[config.mk]
export PLATFORM = sky130hd
export DESIGN_NAME = strobed_parallel_byte_receiver
export DESIGN_NICKNAME = d
export VERILOG_FILES = /design/src/spbr_pkg.sv /design/src/spbr_core.sv /design/src/strobed_parallel_byte_receiver.sv
export SDC_FILE = /design/constraint.sdc
export NUM_CORES = 1
export LEC_CHECK = 0
export BUFFER_PORTS_ARGS = -buffer_cell sky130_fd_sc_hd__buf_2
export CORE_MARGIN = 3
export CORE_UTILIZATION = 40
export CTS_BUF_LIST = sky130_fd_sc_hd__clkbuf_4 sky130_fd_sc_hd__clkbuf_8
export DETAILED_ROUTE_END_ITERATION = 12
export GPL_TIMING_DRIVEN = 0
export SLEW_MARGIN = 25
export SYNTH_ARGS = -nofsm -noshare
export SYNTH_HDL_FRONTEND = slang
export SYNTH_HIERARCHICAL = 1
export SYNTH_SLANG_ARGS = --single-unit
[constraint.sdc]
create_clock -name clk -period 5.4 [get_ports clk]
set_clock_uncertainty 0.05 [all_clocks]
set_input_delay 1.08 -clock clk [delete_from_list [all_inputs] [get_ports clk]]
set_output_delay 1.08 -clock clk [all_outputs]
set_load 0.05 [all_outputs]
[src/spbr_pkg.sv]
// Shared types and constants for the strobed parallel byte receiver.
// Used by spbr_core, the top level and the checker; no dependencies.
package spbr_pkg;

  // Fixed register widths
  localparam int HDR_W  = 4;
  localparam int DCNT_W = 16;
  localparam int TMO_W  = 24;
  localparam int BYTE_W = 8;

  // Configuration port
  localparam int CFG_IDX_W  = 2;
  localparam int CFG_DATA_W = 24;

  localparam logic [CFG_IDX_W-1:0] REG_HEADER_COUNT  = 2'd0;
  localparam logic [CFG_IDX_W-1:0] REG_DATA_COUNT    = 2'd1;
  localparam logic [CFG_IDX_W-1:0] REG_TIMEOUT_TICKS = 2'd2;

  localparam logic [HDR_W-1:0]  HEADER_COUNT_RST  = 4'd4;
  localparam logic [DCNT_W-1:0] DATA_COUNT_RST    = 16'd10000;
  localparam logic [TMO_W-1:0]  TIMEOUT_TICKS_RST = 24'd240000;

  // Result status codes
  localparam logic STATUS_DONE    = 1'b0;
  localparam logic STATUS_TIMEOUT = 1'b1;

  typedef enum logic [2:0] {
    PH_WAIT_LOW   = 3'd0,
    PH_WAIT_FIRST = 3'd1,
    PH_WAIT_FALL  = 3'd2,
    PH_WAIT_RISE  = 3'd3
  } phase_t;

  typedef struct packed {
    logic [HDR_W-1:0]  header_count;
    logic [DCNT_W-1:0] data_count;
    logic [TMO_W-1:0]  timeout_ticks;
  } cfg_t;

  typedef struct packed {
    logic              valid;
    logic [BYTE_W-1:0] sum_byte;
    logic              status;
  } res_t;

endpackage

[src/spbr_core.sv]
// Strobe edge tracker, byte counter, checksum and edge-wait timer.
// Uses spbr_pkg; advances one sample when step is high.
module spbr_core #(
  parameter int COUNT_BITS = 16,
  parameter int TIMER_BITS = 24
) (
  input  logic                      clk,
  input  logic                      rst_n,
  input  logic                      step,
  input  logic                      strobe_req,
  input  logic [spbr_pkg::BYTE_W-1:0] bus_byte,
  input  spbr_pkg::cfg_t            cfg,
  output spbr_pkg::res_t            res
);

  localparam int CCMP_W = (COUNT_BITS > spbr_pkg::DCNT_W) ? COUNT_BITS : spbr_pkg::DCNT_W;
  localparam int TCMP_W = (TIMER_BITS > spbr_pkg::TMO_W) ? TIMER_BITS : spbr_pkg::TMO_W;

  spbr_pkg::phase_t               phase_r, phase_nxt;
  logic [COUNT_BITS-1:0]          bytes_r, bytes_nxt;
  logic                           payload_r, payload_nxt;
  logic [spbr_pkg::BYTE_W-1:0]    sum_r, sum_nxt;
  logic [TIMER_BITS-1:0]          timer_r, timer_nxt;
  logic [spbr_pkg::BYTE_W-1:0]    held_r, held_nxt;

  logic [COUNT_BITS-1:0]          bytes_inc;
  logic [TIMER_BITS-1:0]          timer_inc;
  logic                           timed_out;
  logic                           hdr_done;
  logic                           data_done;
  logic [spbr_pkg::BYTE_W-1:0]    sum_add;

  // Saturating counters and their compares
  assign bytes_inc = (bytes_r != {COUNT_BITS{1'b1}}) ? bytes_r + 1'b1 : bytes_r;
  assign timer_inc = (timer_r != {TIMER_BITS{1'b1}}) ? timer_r + 1'b1 : timer_r;
  assign timed_out = TCMP_W'(timer_inc) >= TCMP_W'(cfg.timeout_ticks);
  assign hdr_done  = CCMP_W'(bytes_inc) >= CCMP_W'(cfg.header_count);
  assign data_done = CCMP_W'(bytes_inc) >= CCMP_W'(cfg.data_count);
  assign sum_add   = sum_r + held_r;

  always_ff @(posedge clk) begin
    if (!rst_n) begin
      phase_r   <= spbr_pkg::PH_WAIT_LOW;
      bytes_r   <= '0;
      payload_r <= 1'b0;
      sum_r     <= '0;
      timer_r   <= '0;
    end else begin
      phase_r   <= phase_nxt;
      bytes_r   <= bytes_nxt;
      payload_r <= payload_nxt;
      sum_r     <= sum_nxt;
      timer_r   <= timer_nxt;
    end
  end

  // Latched bus byte: always written at a rise before it is summed
  always_ff @(posedge clk) begin
    held_r <= held_nxt;
  end

  always_comb begin
    phase_nxt    = phase_r;
    bytes_nxt    = bytes_r;
    payload_nxt  = payload_r;
    sum_nxt      = sum_r;
    timer_nxt    = timer_r;
    held_nxt     = held_r;
    res.valid    = 1'b0;
    res.sum_byte = '0;
    res.status   = spbr_pkg::STATUS_DONE;
    if (step) begin
      case (phase_r)
        spbr_pkg::PH_WAIT_FIRST: begin
          if (strobe_req) begin
            held_nxt    = bus_byte;
            bytes_nxt   = '0;
            payload_nxt = (cfg.header_count == '0);
            sum_nxt     = '0;
            timer_nxt   = '0;
            phase_nxt   = spbr_pkg::PH_WAIT_FALL;
          end
        end
        spbr_pkg::PH_WAIT_FALL: begin
          if (strobe_req) begin
            timer_nxt = timer_inc;
            if (timed_out) begin
              res.valid  = 1'b1;
              res.status = spbr_pkg::STATUS_TIMEOUT;
              phase_nxt  = spbr_pkg::PH_WAIT_LOW;
            end
          end else begin
            timer_nxt = '0;
            if (!payload_r) begin
              if (hdr_done) begin
                payload_nxt = 1'b1;
                bytes_nxt   = '0;
              end else begin
                bytes_nxt = bytes_inc;
              end
              phase_nxt = spbr_pkg::PH_WAIT_RISE;
            end else begin
              sum_nxt   = sum_add;
              bytes_nxt = bytes_inc;
              if (data_done) begin
                res.valid    = 1'b1;
                res.sum_byte = sum_add;
                phase_nxt    = spbr_pkg::PH_WAIT_LOW;
              end else begin
                phase_nxt = spbr_pkg::PH_WAIT_RISE;
              end
            end
          end
        end
        spbr_pkg::PH_WAIT_RISE: begin
          if (strobe_req) begin
            held_nxt  = bus_byte;
            timer_nxt = '0;
            phase_nxt = spbr_pkg::PH_WAIT_FALL;
          end else begin
            timer_nxt = timer_inc;
            if (timed_out) begin
              res.valid  = 1'b1;
              res.status = spbr_pkg::STATUS_TIMEOUT;
              phase_nxt  = spbr_pkg::PH_WAIT_LOW;
            end
          end
        end
        default: begin
          // Idle and unused codes: wait for the strobe to go low
          phase_nxt = strobe_req ? spbr_pkg::PH_WAIT_LOW : spbr_pkg::PH_WAIT_FIRST;
        end
      endcase
    end
  end

endmodule

[src/strobed_parallel_byte_receiver.sv]
// Top level of the strobed parallel byte receiver: sample register,
// configuration registers and result register. Uses spbr_pkg and spbr_core.
//
//  channel | dir | ports                         | carries
//  --------+-----+-------------------------------+----------------------------------
//  in      | in  | in_tvalid/in_tready/in_tdata  | one pin sample: strobe, bus byte
//  out     | out | out_tvalid/out_tready/out_*   | sum byte (tdata), status (tuser)
//  cfg     | in  | cfg_valid/cfg_ready/cfg_*     | register write: index, data
//
// One sample is taken per cycle while in_tready is high; an accepted sample is held in the
// sample register until evaluated, and its result (if any) is registered to drive out_tvalid.
// The single result register is the only throttle: while a result is held
// by a low out_tready, the sample register fills and in_tready drops.
// Reset (rst_n low, synchronous) returns to idle and reloads register
// defaults: header_count 4, data_count 10000, timeout_ticks 240000.
// Configuration writes are taken every cycle and act on the next sample.
module strobed_parallel_byte_receiver #(
  parameter int COUNT_BITS = 16,
  parameter int TIMER_BITS = 24
) (
  input  logic        clk,
  input  logic        rst_n,
  // in_tdata: [0] strobe_req, [8:1] bus_byte, [15:9] zero
  input  logic        in_tvalid,
  output logic        in_tready,
  input  logic [15:0] in_tdata,
  // out_tdata: [7:0] sum_byte
  output logic        out_tvalid,
  input  logic        out_tready,
  output logic [7:0]  out_tdata,
  // out_tuser: [0] status
  output logic [0:0]  out_tuser,
  input  logic        cfg_valid,
  output logic        cfg_ready,
  input  logic [spbr_pkg::CFG_IDX_W-1:0]  cfg_index,
  input  logic [spbr_pkg::CFG_DATA_W-1:0] cfg_data
);

  spbr_pkg::cfg_t              cfg_r;
  logic                        in_valid_r;
  logic                        in_strobe_r;
  logic [spbr_pkg::BYTE_W-1:0] in_bus_r;
  logic                        out_valid_r;
  logic [spbr_pkg::BYTE_W-1:0] out_sum_r;
  logic                        out_status_r;
  logic                        step;
  logic                        in_accept;
  spbr_pkg::res_t              core_res;

  // Evaluate the held sample whenever the result register can take a result
  assign step      = in_valid_r && (!out_valid_r || out_tready);
  assign in_tready = !in_valid_r || step;
  assign in_accept = in_tvalid && in_tready;
  assign cfg_ready = 1'b1;

  // Configuration registers; writes to unused indexes are dropped
  always_ff @(posedge clk) begin
    if (!rst_n) begin
      cfg_r.header_count  <= spbr_pkg::HEADER_COUNT_RST;
      cfg_r.data_count    <= spbr_pkg::DATA_COUNT_RST;
      cfg_r.timeout_ticks <= spbr_pkg::TIMEOUT_TICKS_RST;
    end else if (cfg_valid) begin
      case (cfg_index)
        spbr_pkg::REG_HEADER_COUNT:  cfg_r.header_count  <= cfg_data[spbr_pkg::HDR_W-1:0];
        spbr_pkg::REG_DATA_COUNT:    cfg_r.data_count    <= cfg_data[spbr_pkg::DCNT_W-1:0];
        spbr_pkg::REG_TIMEOUT_TICKS: cfg_r.timeout_ticks <= cfg_data[spbr_pkg::TMO_W-1:0];
        default: ;
      endcase
    end
  end

  // Sample register: hold until evaluated, advance on accept
  always_ff @(posedge clk) begin
    if (!rst_n) begin
      in_valid_r <= 1'b0;
    end else if (in_accept) begin
      in_valid_r <= 1'b1;
    end else if (step) begin
      in_valid_r <= 1'b0;
    end
  end

  always_ff @(posedge clk) begin
    if (in_accept) begin
      in_strobe_r <= in_tdata[0];
      in_bus_r    <= in_tdata[8:1];
    end
  end

  spbr_core #(
    .COUNT_BITS (COUNT_BITS),
    .TIMER_BITS (TIMER_BITS)
  ) u_core (
    .clk        (clk),
    .rst_n      (rst_n),
    .step       (step),
    .strobe_req (in_strobe_r),
    .bus_byte   (in_bus_r),
    .cfg        (cfg_r),
    .res        (core_res)
  );

  // Result register: load a new result, drop it once taken
  always_ff @(posedge clk) begin
    if (!rst_n) begin
      out_valid_r <= 1'b0;
    end else if (core_res.valid) begin
      out_valid_r <= 1'b1;
    end else if (out_tready) begin
      out_valid_r <= 1'b0;
    end
  end

  always_ff @(posedge clk) begin
    if (core_res.valid) begin
      out_sum_r    <= core_res.sum_byte;
      out_status_r <= core_res.status;
    end
  end

  assign out_tvalid   = out_valid_r;
  assign out_tdata    = out_sum_r;
  assign out_tuser[0] = out_status_r;

endmodule

==> impl_metrics.py, run 1 <==
metrics = {
    "final_layout": {
        "synthToLayoutAreaGrowth_pct": 12.42,
        "nNetsFinal": 983,
        "n_antenna_cell": 0,
        "final_layout_size_suffix_gt1_frac": 0.1363,
        "post-route-util": 0.4648,
    },
    "synth": {
        "synth_edf_count": 26,
        "synthesis.nets": 914,
        "netlist_instances": 813,
        "synthTopCellsByArea": "dfxtp_1 27%, edfxtp_1 11%, ha_1 9.2%",
        "synth_compound_area_frac": 0.1519,
        "synth_area_per_cell_sq_um": 8.888,
        "ys.flop_type": "dfxtp_1",
        "synth_cell_types": 70,
        "yosys_warnings": 6,
        "synth_top_cell_area_share": 0.2715,
        "synthSimpleGateAreaFrac": 0.2069,
        "syn-cell-area_sq_mm": 0.007226,
        "yosys.area_share.adder": 0.09455,
        "synthMuxAreaShare": 0.05593,
        "synth-seq-area-share": 0.3796,
        "synth_top_cell_by_area": "dfxtp_1",
        "synth_top_family_by_area": "simple AND/OR/NAND/NOR gates",
        "ys_ff_latch": 124,
        "async_reset_ff_frac": 0,
        "synth_xor_area_frac": 0.05039,
    },
    "sta": {
        "fmax_mhz": 204.3,
        "worstMarginPinSlew_ps": 910.4,
        "rsz0062_at_grt": "no",
        "setup_viol": 0,
        "drv_slew": 0,
        "hold_violations": 0,
        "finalCriticalPeriod_ps": 4895,
        "relSlewSlack": 0.3931,
        "finalSetupTns_ps": 0,
        "post-route-period-util": 0.9065,
    },
    "clock_network": {
        "clock_path_buffers": 2,
        "postCtsSetupBuffers": 0,
        "tritoncts.num_buffers": 17,
        "cts_tree": "yes",
        "htree_levels": 4,
        "cts_resized": 0,
        "cts_hold_buf": 0,
        "clk_latency_ps": 450,
        "clkTransAtPathRegs_ps": 80,
        "clock-sinks": 124,
        "cts_root_buf": "clkbuf_8",
    },
    "floorplan": {
        "pin_count": 59,
        "rows": 48,
        "dieArea_sq_mm": 0.01971,
        "start_util": 0.4134,
        "die_h_um": 140.4,
        "die_w_um": 140.4,
        "core_sq_mm": 0.01748,
    },
    "worst_setup_path": {
        "critical_path_class": "reg2reg",
        "max_stage_delay_ps": 710,
        "arrival_ps": 4920,
        "critPathLaunchType": "register",
        "worstPathRequired_ps": 5430,
        "path_cells": "buf_2 > and4_1 > nand4_4 > nor4b_4 > or2_1 > buf_2 > nor4_1 > xor2_1 > ha_1 > nand4_1 > nor4_1 > a21oi_1 > o211ai_1 > a21oi_1 > and2_1 > o22ai_1",
        "critPathCaptureType": "register",
        "crit_slowest_cell": "o22ai_1",
        "critPathMaxFanout": 10,
    },
    "route": {
        "wl_um": 17290,
        "drt_iter0_markers": 338,
        "drt-vias-per-instance": 5.201,
        "drcViolationCount": 0,
        "dr.pass1.iters": 6,
        "vias": 5825,
        "wire_per_inst_um": 15.44,
        "ant_nets": 0,
    },
    "global_routing": {
        "busiest_layer": "met2",
        "met1_usage": 0.2405,
        "grt_pass1_vias": 5636,
        "grtUsageTotal": 0.1806,
        "grt.overflow.total": 0,
        "antenna_found_initial": 0,
        "grt_use_met2": 0.3042,
        "grt_max_degree": 17,
        "groute.layer.met3.usage": 0.03278,
        "grt_first_pass_wirelength_um": 28900,
    },
    "flow_run": {
        "max-cap-violations": 0,
    },
    "pwr": {
        "ir_drop_v": 0.0001346,
        "cellPowerDensity_mw_per_mm2": 228.9,
        "p_leak_nw": 3.567,
    },
    "hold_path": {
        "holdCritPathClass": "reg2reg",
    },
    "placed_design": {
        "dpl.hpwl_um": 13140,
        "portBuffers": 50,
        "routabilityCongestion": 0.8561,
    },
    "outcome": {
        "status": "finished, final reports clean",
    },
}
-- layout by cell type, fill, tap and decap left out, types with 11 or more instances in the layout --
master    synthesis  layout
a21o_1           11      11
a21oi_1          43      43
a22o_1           13      13
and2_1           15      15
and3_1           12      12
buf_2            15      65
clkbuf_1         19      19
clkbuf_8          0      17
dfxtp_1          98      98
edfxtp_1         26      26
ha_1             53      53
inv_1            70      70
mux2i_1          37      37
nand2_1          90      90
nand3_1          21      21
nand4_1          14      14
nor2_1           46      46
nor2b_1          17      17
o21ai_0          27      27
o21ai_1          15      15
xnor2_1          20      20
xor2_1           19      19
-- power by group --
part	switching (W)	internal (W)	leakage [nW]
Sequential	0.0000104	0.000964	1.02
Clock	0.000434	0.000333	0.176
Combinational	0.0000721	0.0000453	2.38
-- stage by stage --
step | hold WS [ps] | power, W | instance area [sq um] | instances | setup WS, ps
after global placement | 354.1 | 0.001113 | 7757 | 1088 | 468.0
final | 374.5 | 0.001859 | 8123 | 1120 | 504.9
after CTS | 376.2 | 0.001887 | 8123 | 1120 | 448.6
after floorplan | 350.3 | 0.001068 | 7226 | 813 | 1342
after global routing | 382.2 | 0.001938 | 8123 | 1120 | 71.07
after detailed placement | 355.6 | 0.001114 | 7757 | 1088 | 496.9
-- synthesized netlist by cell type (17+ instances only) --
cell type,count
dfxtp_1,98
clkbuf_1,19
xor2_1,19
inv_1,70
o21ai_0,27
a21oi_1,43
nand2_1,90
ha_1,53
nand3_1,21
nor2_1,46
nor2b_1,17
edfxtp_1,26
mux2i_1,37
xnor2_1,20
-- layer usage --
| layer | part of all wire | wire (um) |
|---|---|---|
| met5 | 0 | 0 |
| met4 | 0.011 | 193 |
| met3 | 0.032 | 555 |
| met2 | 0.48 | 8256 |
| met1 | 0.48 | 8283 |
-- critical path, delay by kind of cell (launching register included) --
| kind | cells | cell delay, ps |
|---|---|---|
| simple gates | 8 | 2200 |
| flops | 1 | 310 |
| fa+ha+maj | 1 | 350 |
| buf+inv | 2 | 350 |
| compound gates | 4 | 1060 |
| xor+xnor | 1 | 190 |
-- flip-flops by register name (all words and copies together), names as in the netlist, 3 cells and up --
| register | count |
|---|---|
| cfg_r | 44 |
| in_bus_r | 8 |
| out_tdata | 8 |
| u_core/bytes_r | 16 |
| u_core/held_r | 8 |
| u_core/phase_r | 3 |
| u_core/sum_r | 8 |
| u_core/timer_r | 24 |
-- final timing paths --
| path | startpoint | to | slack, ps | cells after the start |
|---|---|---|---|---|
| worst max-delay path | u_core/timer_r[3]$_SDFFE_PN0P_ | out_tdata[7]$_DFFE_PP_ | 500 | 16 |
| worst min-delay path | in_bus_r[3]$_DFFE_PP_ | u_core/held_r[3]$_DFFE_PP_ | 370 | 0 |
| worst max register to register | u_core/timer_r[3]$_SDFFE_PN0P_ | out_tdata[7]$_DFFE_PP_ | 500 | 16 |
| worst min register to register | in_bus_r[3]$_DFFE_PP_ | u_core/held_r[3]$_DFFE_PP_ | 370 | 0 |
-- cell families after synthesis --
logic type,Yosys count
xor gates and xnor gates,40
DFF,124
and+or+nand+nor,279
AOI/OAI and AO/OA,167
adders and majority gates,54
buffers and inverters,108
other,1
muxes,40
-- layout make-up --
cell class,instances,area (sq um)
fill,1716,9354
multi-input combinational,581,4048
sequential,124,2743
tap,225,281.5
inverter,71,266.5
timing repair buffer,50,250.2
clock buffer,17,234.0
buffer,37,168.9
clock inverter,15,131.4
Power figures use the tool's default switching activity.
==> inputs of run 2 (changes only) <==
- clock period: 5.4 -> 4.85 ns (I/O delays scaled with it)
==> run 2 against run 1 <==
  * Sequential share of layout area down 0.18 points
  * First-iteration DRC count down 1.2%
  * Fmax up 11%
  * Non-clock buffer count up 4
  * Clock power up 11%
  * Combinational power up 12%
  * Flip-flop and latch count unchanged
  * Sequential power up 11%
  * Total power up 11%
  * Critical path depth unchanged
  * Cell count up 0.36%
  * Global-route usage unchanged
  * Largest cell class unchanged
  * Highest routed layer unchanged
==> impl_metrics.py, run 2 (synthesis gave the netlist of run 1 again) <==
metrics = {
    "outcome": {
        "status": "finished, final reports clean",
    },
    "route": {
        "drt-vias-per-instance": 5.166,
        "wire_per_inst_um": 15.42,
        "dr.pass1.iters": 5,
        "drt_iter0_markers": 334,
        "vias": 5807,
        "wl_um": 17330,
        "ant_nets": 0,
        "drcViolationCount": 0,
    },
    "placed_design": {
        "routabilityCongestion": 0.8561,
        "portBuffers": 50,
        "dpl.hpwl_um": 13140,
    },
    "final_layout": {
        "final_layout_size_suffix_gt1_frac": 0.1413,
        "top_register": "cfg_r",
        "n_antenna_cell": 0,
        "nNetsFinal": 987,
        "largest_register_ffs": 44,
        "mostFrequentLayoutCells": "98 x dfxtp_1, 90 x nand2_1, 70 x inv_1",
        "final_common_cell": "dfxtp_1",
        "fillers": 1709,
        "largestRegisters": "cfg_r (44), u_core/timer_r (24), u_core/bytes_r (16)",
        "synthToLayoutAreaGrowth_pct": 13.02,
    },
    "worst_setup_path": {
        "arrival_ps": 4470,
        "worstPathRequired_ps": 4910,
        "ff2ff_setup_slack_ps": 450,
        "critPathLaunch": "u_core/timer_r[3]$_SDFFE_PN0P_",
        "critPathCaptureType": "register",
        "critical_path_class": "reg2reg",
        "critPathMaxFanout": 10,
        "critPathLaunchType": "register",
        "timing.rr.start": "u_core/timer_r[3]$_SDFFE_PN0P_",
    },
    "clock_network": {
        "clkTransAtPathRegs_ps": 80,
        "clk_latency_ps": 450,
        "clock-sinks": 124,
        "cts_hold_buf": 0,
        "cts_root_buf": "clkbuf_8",
        "htree_levels": 4,
        "tritoncts.num_buffers": 17,
        "clock_path_buffers": 2,
        "cts_tree": "yes",
    },
    "floorplan": {
        "dieArea_sq_mm": 0.01971,
        "rows": 48,
        "core_sq_mm": 0.01748,
        "die_h_um": 140.4,
        "die_w_um": 140.4,
        "pin_count": 59,
        "start_util": 0.4134,
    },
    "sta": {
        "setup_viol": 0,
        "fmax_mhz": 227.2,
        "worstMarginPinSlew_ps": 899.2,
        "hold_ws_ps": 374.5,
        "post-route-period-util": 0.9077,
        "drv_slew": 0,
        "relSlewSlack": 0.4006,
        "hold_violations": 0,
        "rsz0062_at_grt": "no",
        "finalCriticalPeriod_ps": 4402,
    },
    "pwr": {
        "p_seq_frac": 0.525,
        "cellPowerDensity_mw_per_mm2": 253.1,
        "p_clk_frac": 0.412,
        "pwr-share-comb": 0.063,
        "internal-power_w": 0.001494,
        "p_switching_w": 0.0005722,
        "ir_drop_v": 0.0001488,
        "power_w": 0.002067,
        "p_leak_nw": 3.589,
        "p_sw_frac": 0.2769,
    },
    "global_routing": {
        "grt_max_degree": 17,
        "grtUsageTotal": 0.1806,
        "grt.overflow.total": 0,
        "grt_pass1_vias": 5636,
        "antenna_found_initial": 0,
        "grt_first_pass_wirelength_um": 28900,
    },
    "flow_run": {
        "max-cap-violations": 0,
    },
    "hold_path": {
        "holdCritPathClass": "reg2reg",
        "hp-start": "in_bus_r[3]$_DFFE_PP_",
    },
}
-- run 2: cell types whose count changed in the layout (fill, tap and decap cells not counted), sizes merged --
cell / change
buf: +4
-- run 2: area by class of cell --
class                           instances  area (sq um)  area share
Multi-Input combinational cell        581          4061      0.4973
Sequential cell                       124          2743      0.3358
Tap cell                              225         281.5     0.03447
Timing Repair Buffer                   54         280.3     0.03432
Inverter                               71         266.5     0.03263
Clock buffer                           17         234.0     0.02865
Buffer                                 37         168.9     0.02068
Clock inverter                         15         131.4     0.01609
-- run 2: metal layers --
| layer | share of wire | track usage | up-vias |
|---|---|---|---|
| met2 | 0.48 | 0.3042 | 95 |
| li1 | - | - | 3020 |
| met1 | 0.48 | 0.2405 | 2676 |
| met5 | 0 | 0 | - |
| met4 | 0.011 | 0.04437 | 0 |
| met3 | 0.030 | 0.03278 | 16 |
-- run 2: final timing paths --
check                                                   to  depth (start not counted)
worst min-delay path            u_core/held_r[3]$_DFFE_PP_                          0
worst max register to register      out_tdata[7]$_DFFE_PP_                         16
worst min register to register  u_core/held_r[3]$_DFFE_PP_                          0
worst max-delay path                out_tdata[7]$_DFFE_PP_                         16
-- run 2: worst max-delay path, stage by stage (launching register included) --
cell	delay, ps
dfxtp_1	310
buf_2	190
and4_1	280
nand4_4	200
nor4_2	510
and3_1	220
buf_2	160
nand3_1	120
xnor2_1	170
ha_1	290
nand4_1	160
nor4_1	510
a21oi_1	130
o211ai_1	110
a21oi_1	110
and2_1	240
o22ai_4	320
-- run 2: power groups by stage --
stage / sequential [W] / clock (W) / combinational, W
finish: 0.00108 / 0.000851 / 0.000131
global route: 0.00109 / 0.000922 / 0.000148
CTS: 0.00108 / 0.000884 / 0.000132
detailed placement: 0.00111 / 0 / 0.000131
global placement: 0.00111 / 0 / 0.000131
floorplan: 0.00111 / 0 / 0.0000838
-- run 2: through the flow --
step	instance area (sq um)	setup WS, ps	TNS, ps	cells	utilization
floorplan	7226	792.0	0	813	-
global placement	7757	-81.98	-734.9	1088	0.4439
detailed placement	7757	-53.14	-474.5	1088	0.4439
CTS	8129	228.6	0	1120	0.4651
global route	8167	56.09	0	1124	0.4673
finish	8167	447.6	0	1124	0.4673
-- run 2: repair_timing --
item	in CTS	in global routing
gates resized for setup	1	1
buffers inserted	0	4
cloned	0	0
setup endpoints to repair	10	10
pin swaps	0	1
==> inputs of run 3 (changes only) <==
- CORE_MARGIN: 3 -> 2
- CTS_BUF_LIST: sky130_fd_sc_hd__clkbuf_4 sky130_fd_sc_hd__clkbuf_8 -> sky130_fd_sc_hd__clkbuf_8
==> run 3 against run 2 <==
  * Non-clock buffer count down 2
  * Sequential share of layout area about the same
  * Final area up 0.14%
  * Hold slack worse by 0.50 ps
  * Clock-buffer cell count did not move
  * Critical endpoint is now out_tdata[2]$_DFFE_PP_
  * Largest cell class unchanged
  * Largest power group unchanged
==> impl_metrics.py, run 3 (synthesis gave the netlist of run 1 again) <==
metrics = {
    "outcome": {
        "status": "finished, final reports clean",
    },
    "global_routing": {
        "antenna_found_initial": 0,
        "grt.overflow.total": 0,
        "grtUsageTotal": 0.1857,
        "grt_max_degree": 17,
        "grt_first_pass_wirelength_um": 28680,
        "grt_pass1_vias": 5652,
    },
    "floorplan": {
        "die_h_um": 138.4,
        "dieArea_sq_mm": 0.01916,
        "rows": 49,
        "start_util": 0.4050,
        "core_sq_mm": 0.01784,
        "pin_count": 59,
        "die_w_um": 138.4,
    },
    "route": {
        "drt_iter0_markers": 394,
        "drcViolationCount": 0,
        "drt-vias-per-instance": 5.172,
        "vias": 5824,
        "dr.pass1.iters": 5,
        "wire_per_inst_um": 15.35,
        "wl_um": 17280,
        "ant_nets": 0,
    },
    "pwr": {
        "ir_drop_v": 0.0001370,
        "p_leak_nw": 3.592,
        "cellPowerDensity_mw_per_mm2": 260.3,
    },
    "sta": {
        "finalCriticalPeriod_ps": 4438,
        "hold_violations": 0,
        "finalSetupTns_ps": 0,
        "setup_viol": 0,
        "relSlewSlack": 0.4610,
        "worstMarginPinSlew_ps": 803.1,
        "drv_slew": 0,
        "fmax_mhz": 225.3,
        "rsz0062_at_grt": "no",
        "post-route-period-util": 0.9150,
    },
    "worst_setup_path": {
        "crit_slowest_cell": "nor4_2",
        "critical_path_class": "reg2reg",
        "critPathTopFamily": "simple AND/OR/NAND/NOR gates",
        "critPathMaxFanout": 10,
        "max_stage_delay_ps": 490,
        "path_buf_inv": 2,
        "arrival_ps": 4480,
        "worstPathRequired_ps": 4900,
        "path_cells": "buf_2 > and4_1 > nand4_4 > nor4_2 > and3_1 > buf_2 > nand3_1 > xnor2_1 > ha_1 > nand4_1 > nor4_2 > a21oi_1 > o211ai_1 > a21oi_1 > and2_1 > o22ai_2",
        "critPathCaptureType": "register",
        "critPathLaunchType": "register",
    },
    "final_layout": {
        "final_layout_size_suffix_gt1_frac": 0.1405,
        "top_register": "cfg_r",
        "nNetsFinal": 985,
        "largest_register_ffs": 44,
        "final_cells": 1126,
        "mostFrequentLayoutCells": "98 x dfxtp_1, 90 x nand2_1, 70 x inv_1",
        "largestRegisters": "cfg_r (44), u_core/timer_r (24), u_core/bytes_r (16)",
        "n_antenna_cell": 0,
        "synthToLayoutAreaGrowth_pct": 13.18,
        "post-route-util": 0.4584,
        "final_common_cell": "dfxtp_1",
        "fin_area_sq_mm": 0.008178,
    },
    "placed_design": {
        "portBuffers": 50,
        "dp.cells": 1092,
        "dpl.hpwl_um": 13120,
        "routabilityCongestion": 0.8231,
        "placed_area_sq_mm": 0.007762,
    },
    "clock_network": {
        "cts_tree": "yes",
        "cts_hold_buf": 0,
        "clkTransAtPathRegs_ps": 80,
        "clock-sinks": 124,
        "htree_levels": 4,
        "tritoncts.num_buffers": 17,
        "clock_path_buffers": 2,
        "cts_root_buf": "clkbuf_8",
        "clk_latency_ps": 460,
    },
    "hold_path": {
        "holdCritPathClass": "reg2reg",
    },
    "flow_run": {
        "max-cap-violations": 0,
    },
}
-- run 3: timing repair --
action,CTS,global route
pin swaps,0,1
gates resized for setup,1,1
setup endpoints to repair,10,10
setup buffers,0,2
-- run 3: path summary, 6_finish.rpt --
kind / from / to / slack, ps / cells past startpoint
max: u_core/timer_r[3]$_SDFFE_PN0P_ / out_tdata[2]$_DFFE_PP_ / 410 / 16
max reg2reg: u_core/timer_r[3]$_SDFFE_PN0P_ / out_tdata[2]$_DFFE_PP_ / 410 / 16
min: in_bus_r[4]$_DFFE_PP_ / u_core/held_r[4]$_DFFE_PP_ / 370 / 0
min reg2reg: in_bus_r[4]$_DFFE_PP_ / u_core/held_r[4]$_DFFE_PP_ / 370 / 0
-- run 3: where the power goes --
| part | switching, W | internal, W |
|---|---|---|
| sequential | 0.0000120 | 0.00107 |
| clock | 0.000490 | 0.000423 |
| combinational | 0.0000804 | 0.0000505 |
-- run 3: through the flow --
| stage | power [W] | setup slack, ps | hold slack (ps) |
|---|---|---|---|
| 2_1_floorplan | 0.001189 | 792.0 | 350.3 |
| 4_1_cts | 0.002151 | 127.2 | 375.4 |
| 6_report | 0.002129 | 412.1 | 374.0 |
| 3_3_place_gp | 0.001240 | -149.3 | 352.5 |
| 5_1_grt | 0.002213 | 12.49 | 389.8 |
| 3_5_place_dp | 0.001240 | -190.0 | 354.5 |
-- run 3: layout make-up --
type	count	area (sq um)
Sequential cell	124	2743
Clock inverter	15	153.9
Buffer	37	168.9
Fill cell	1750	9663
Clock buffer	17	234.0
Inverter	71	266.5
Tap cell	229	286.5
Multi-Input combinational cell	581	4060
Timing Repair Buffer	52	265.3
-- run 3: worst reg2reg max path, stage by stage (launching register included) --
cell and delay (ps):
dfxtp_1 310, buf_2 180, and4_1 270, nand4_4 200, nor4_2 490, and3_1 210
buf_2 160, nand3_1 120, xnor2_1 170, ha_1 300, nand4_1 180, nor4_2 450
a21oi_1 120, o211ai_1 110, a21oi_1 110, and2_1 200, o22ai_2 450
-- run 3: metal layers --
layer  global-route usage  wire, um
met1               0.2371      8060
met2               0.3121      8250
met3              0.03533       635
met4              0.07089       337
met5                    0         0
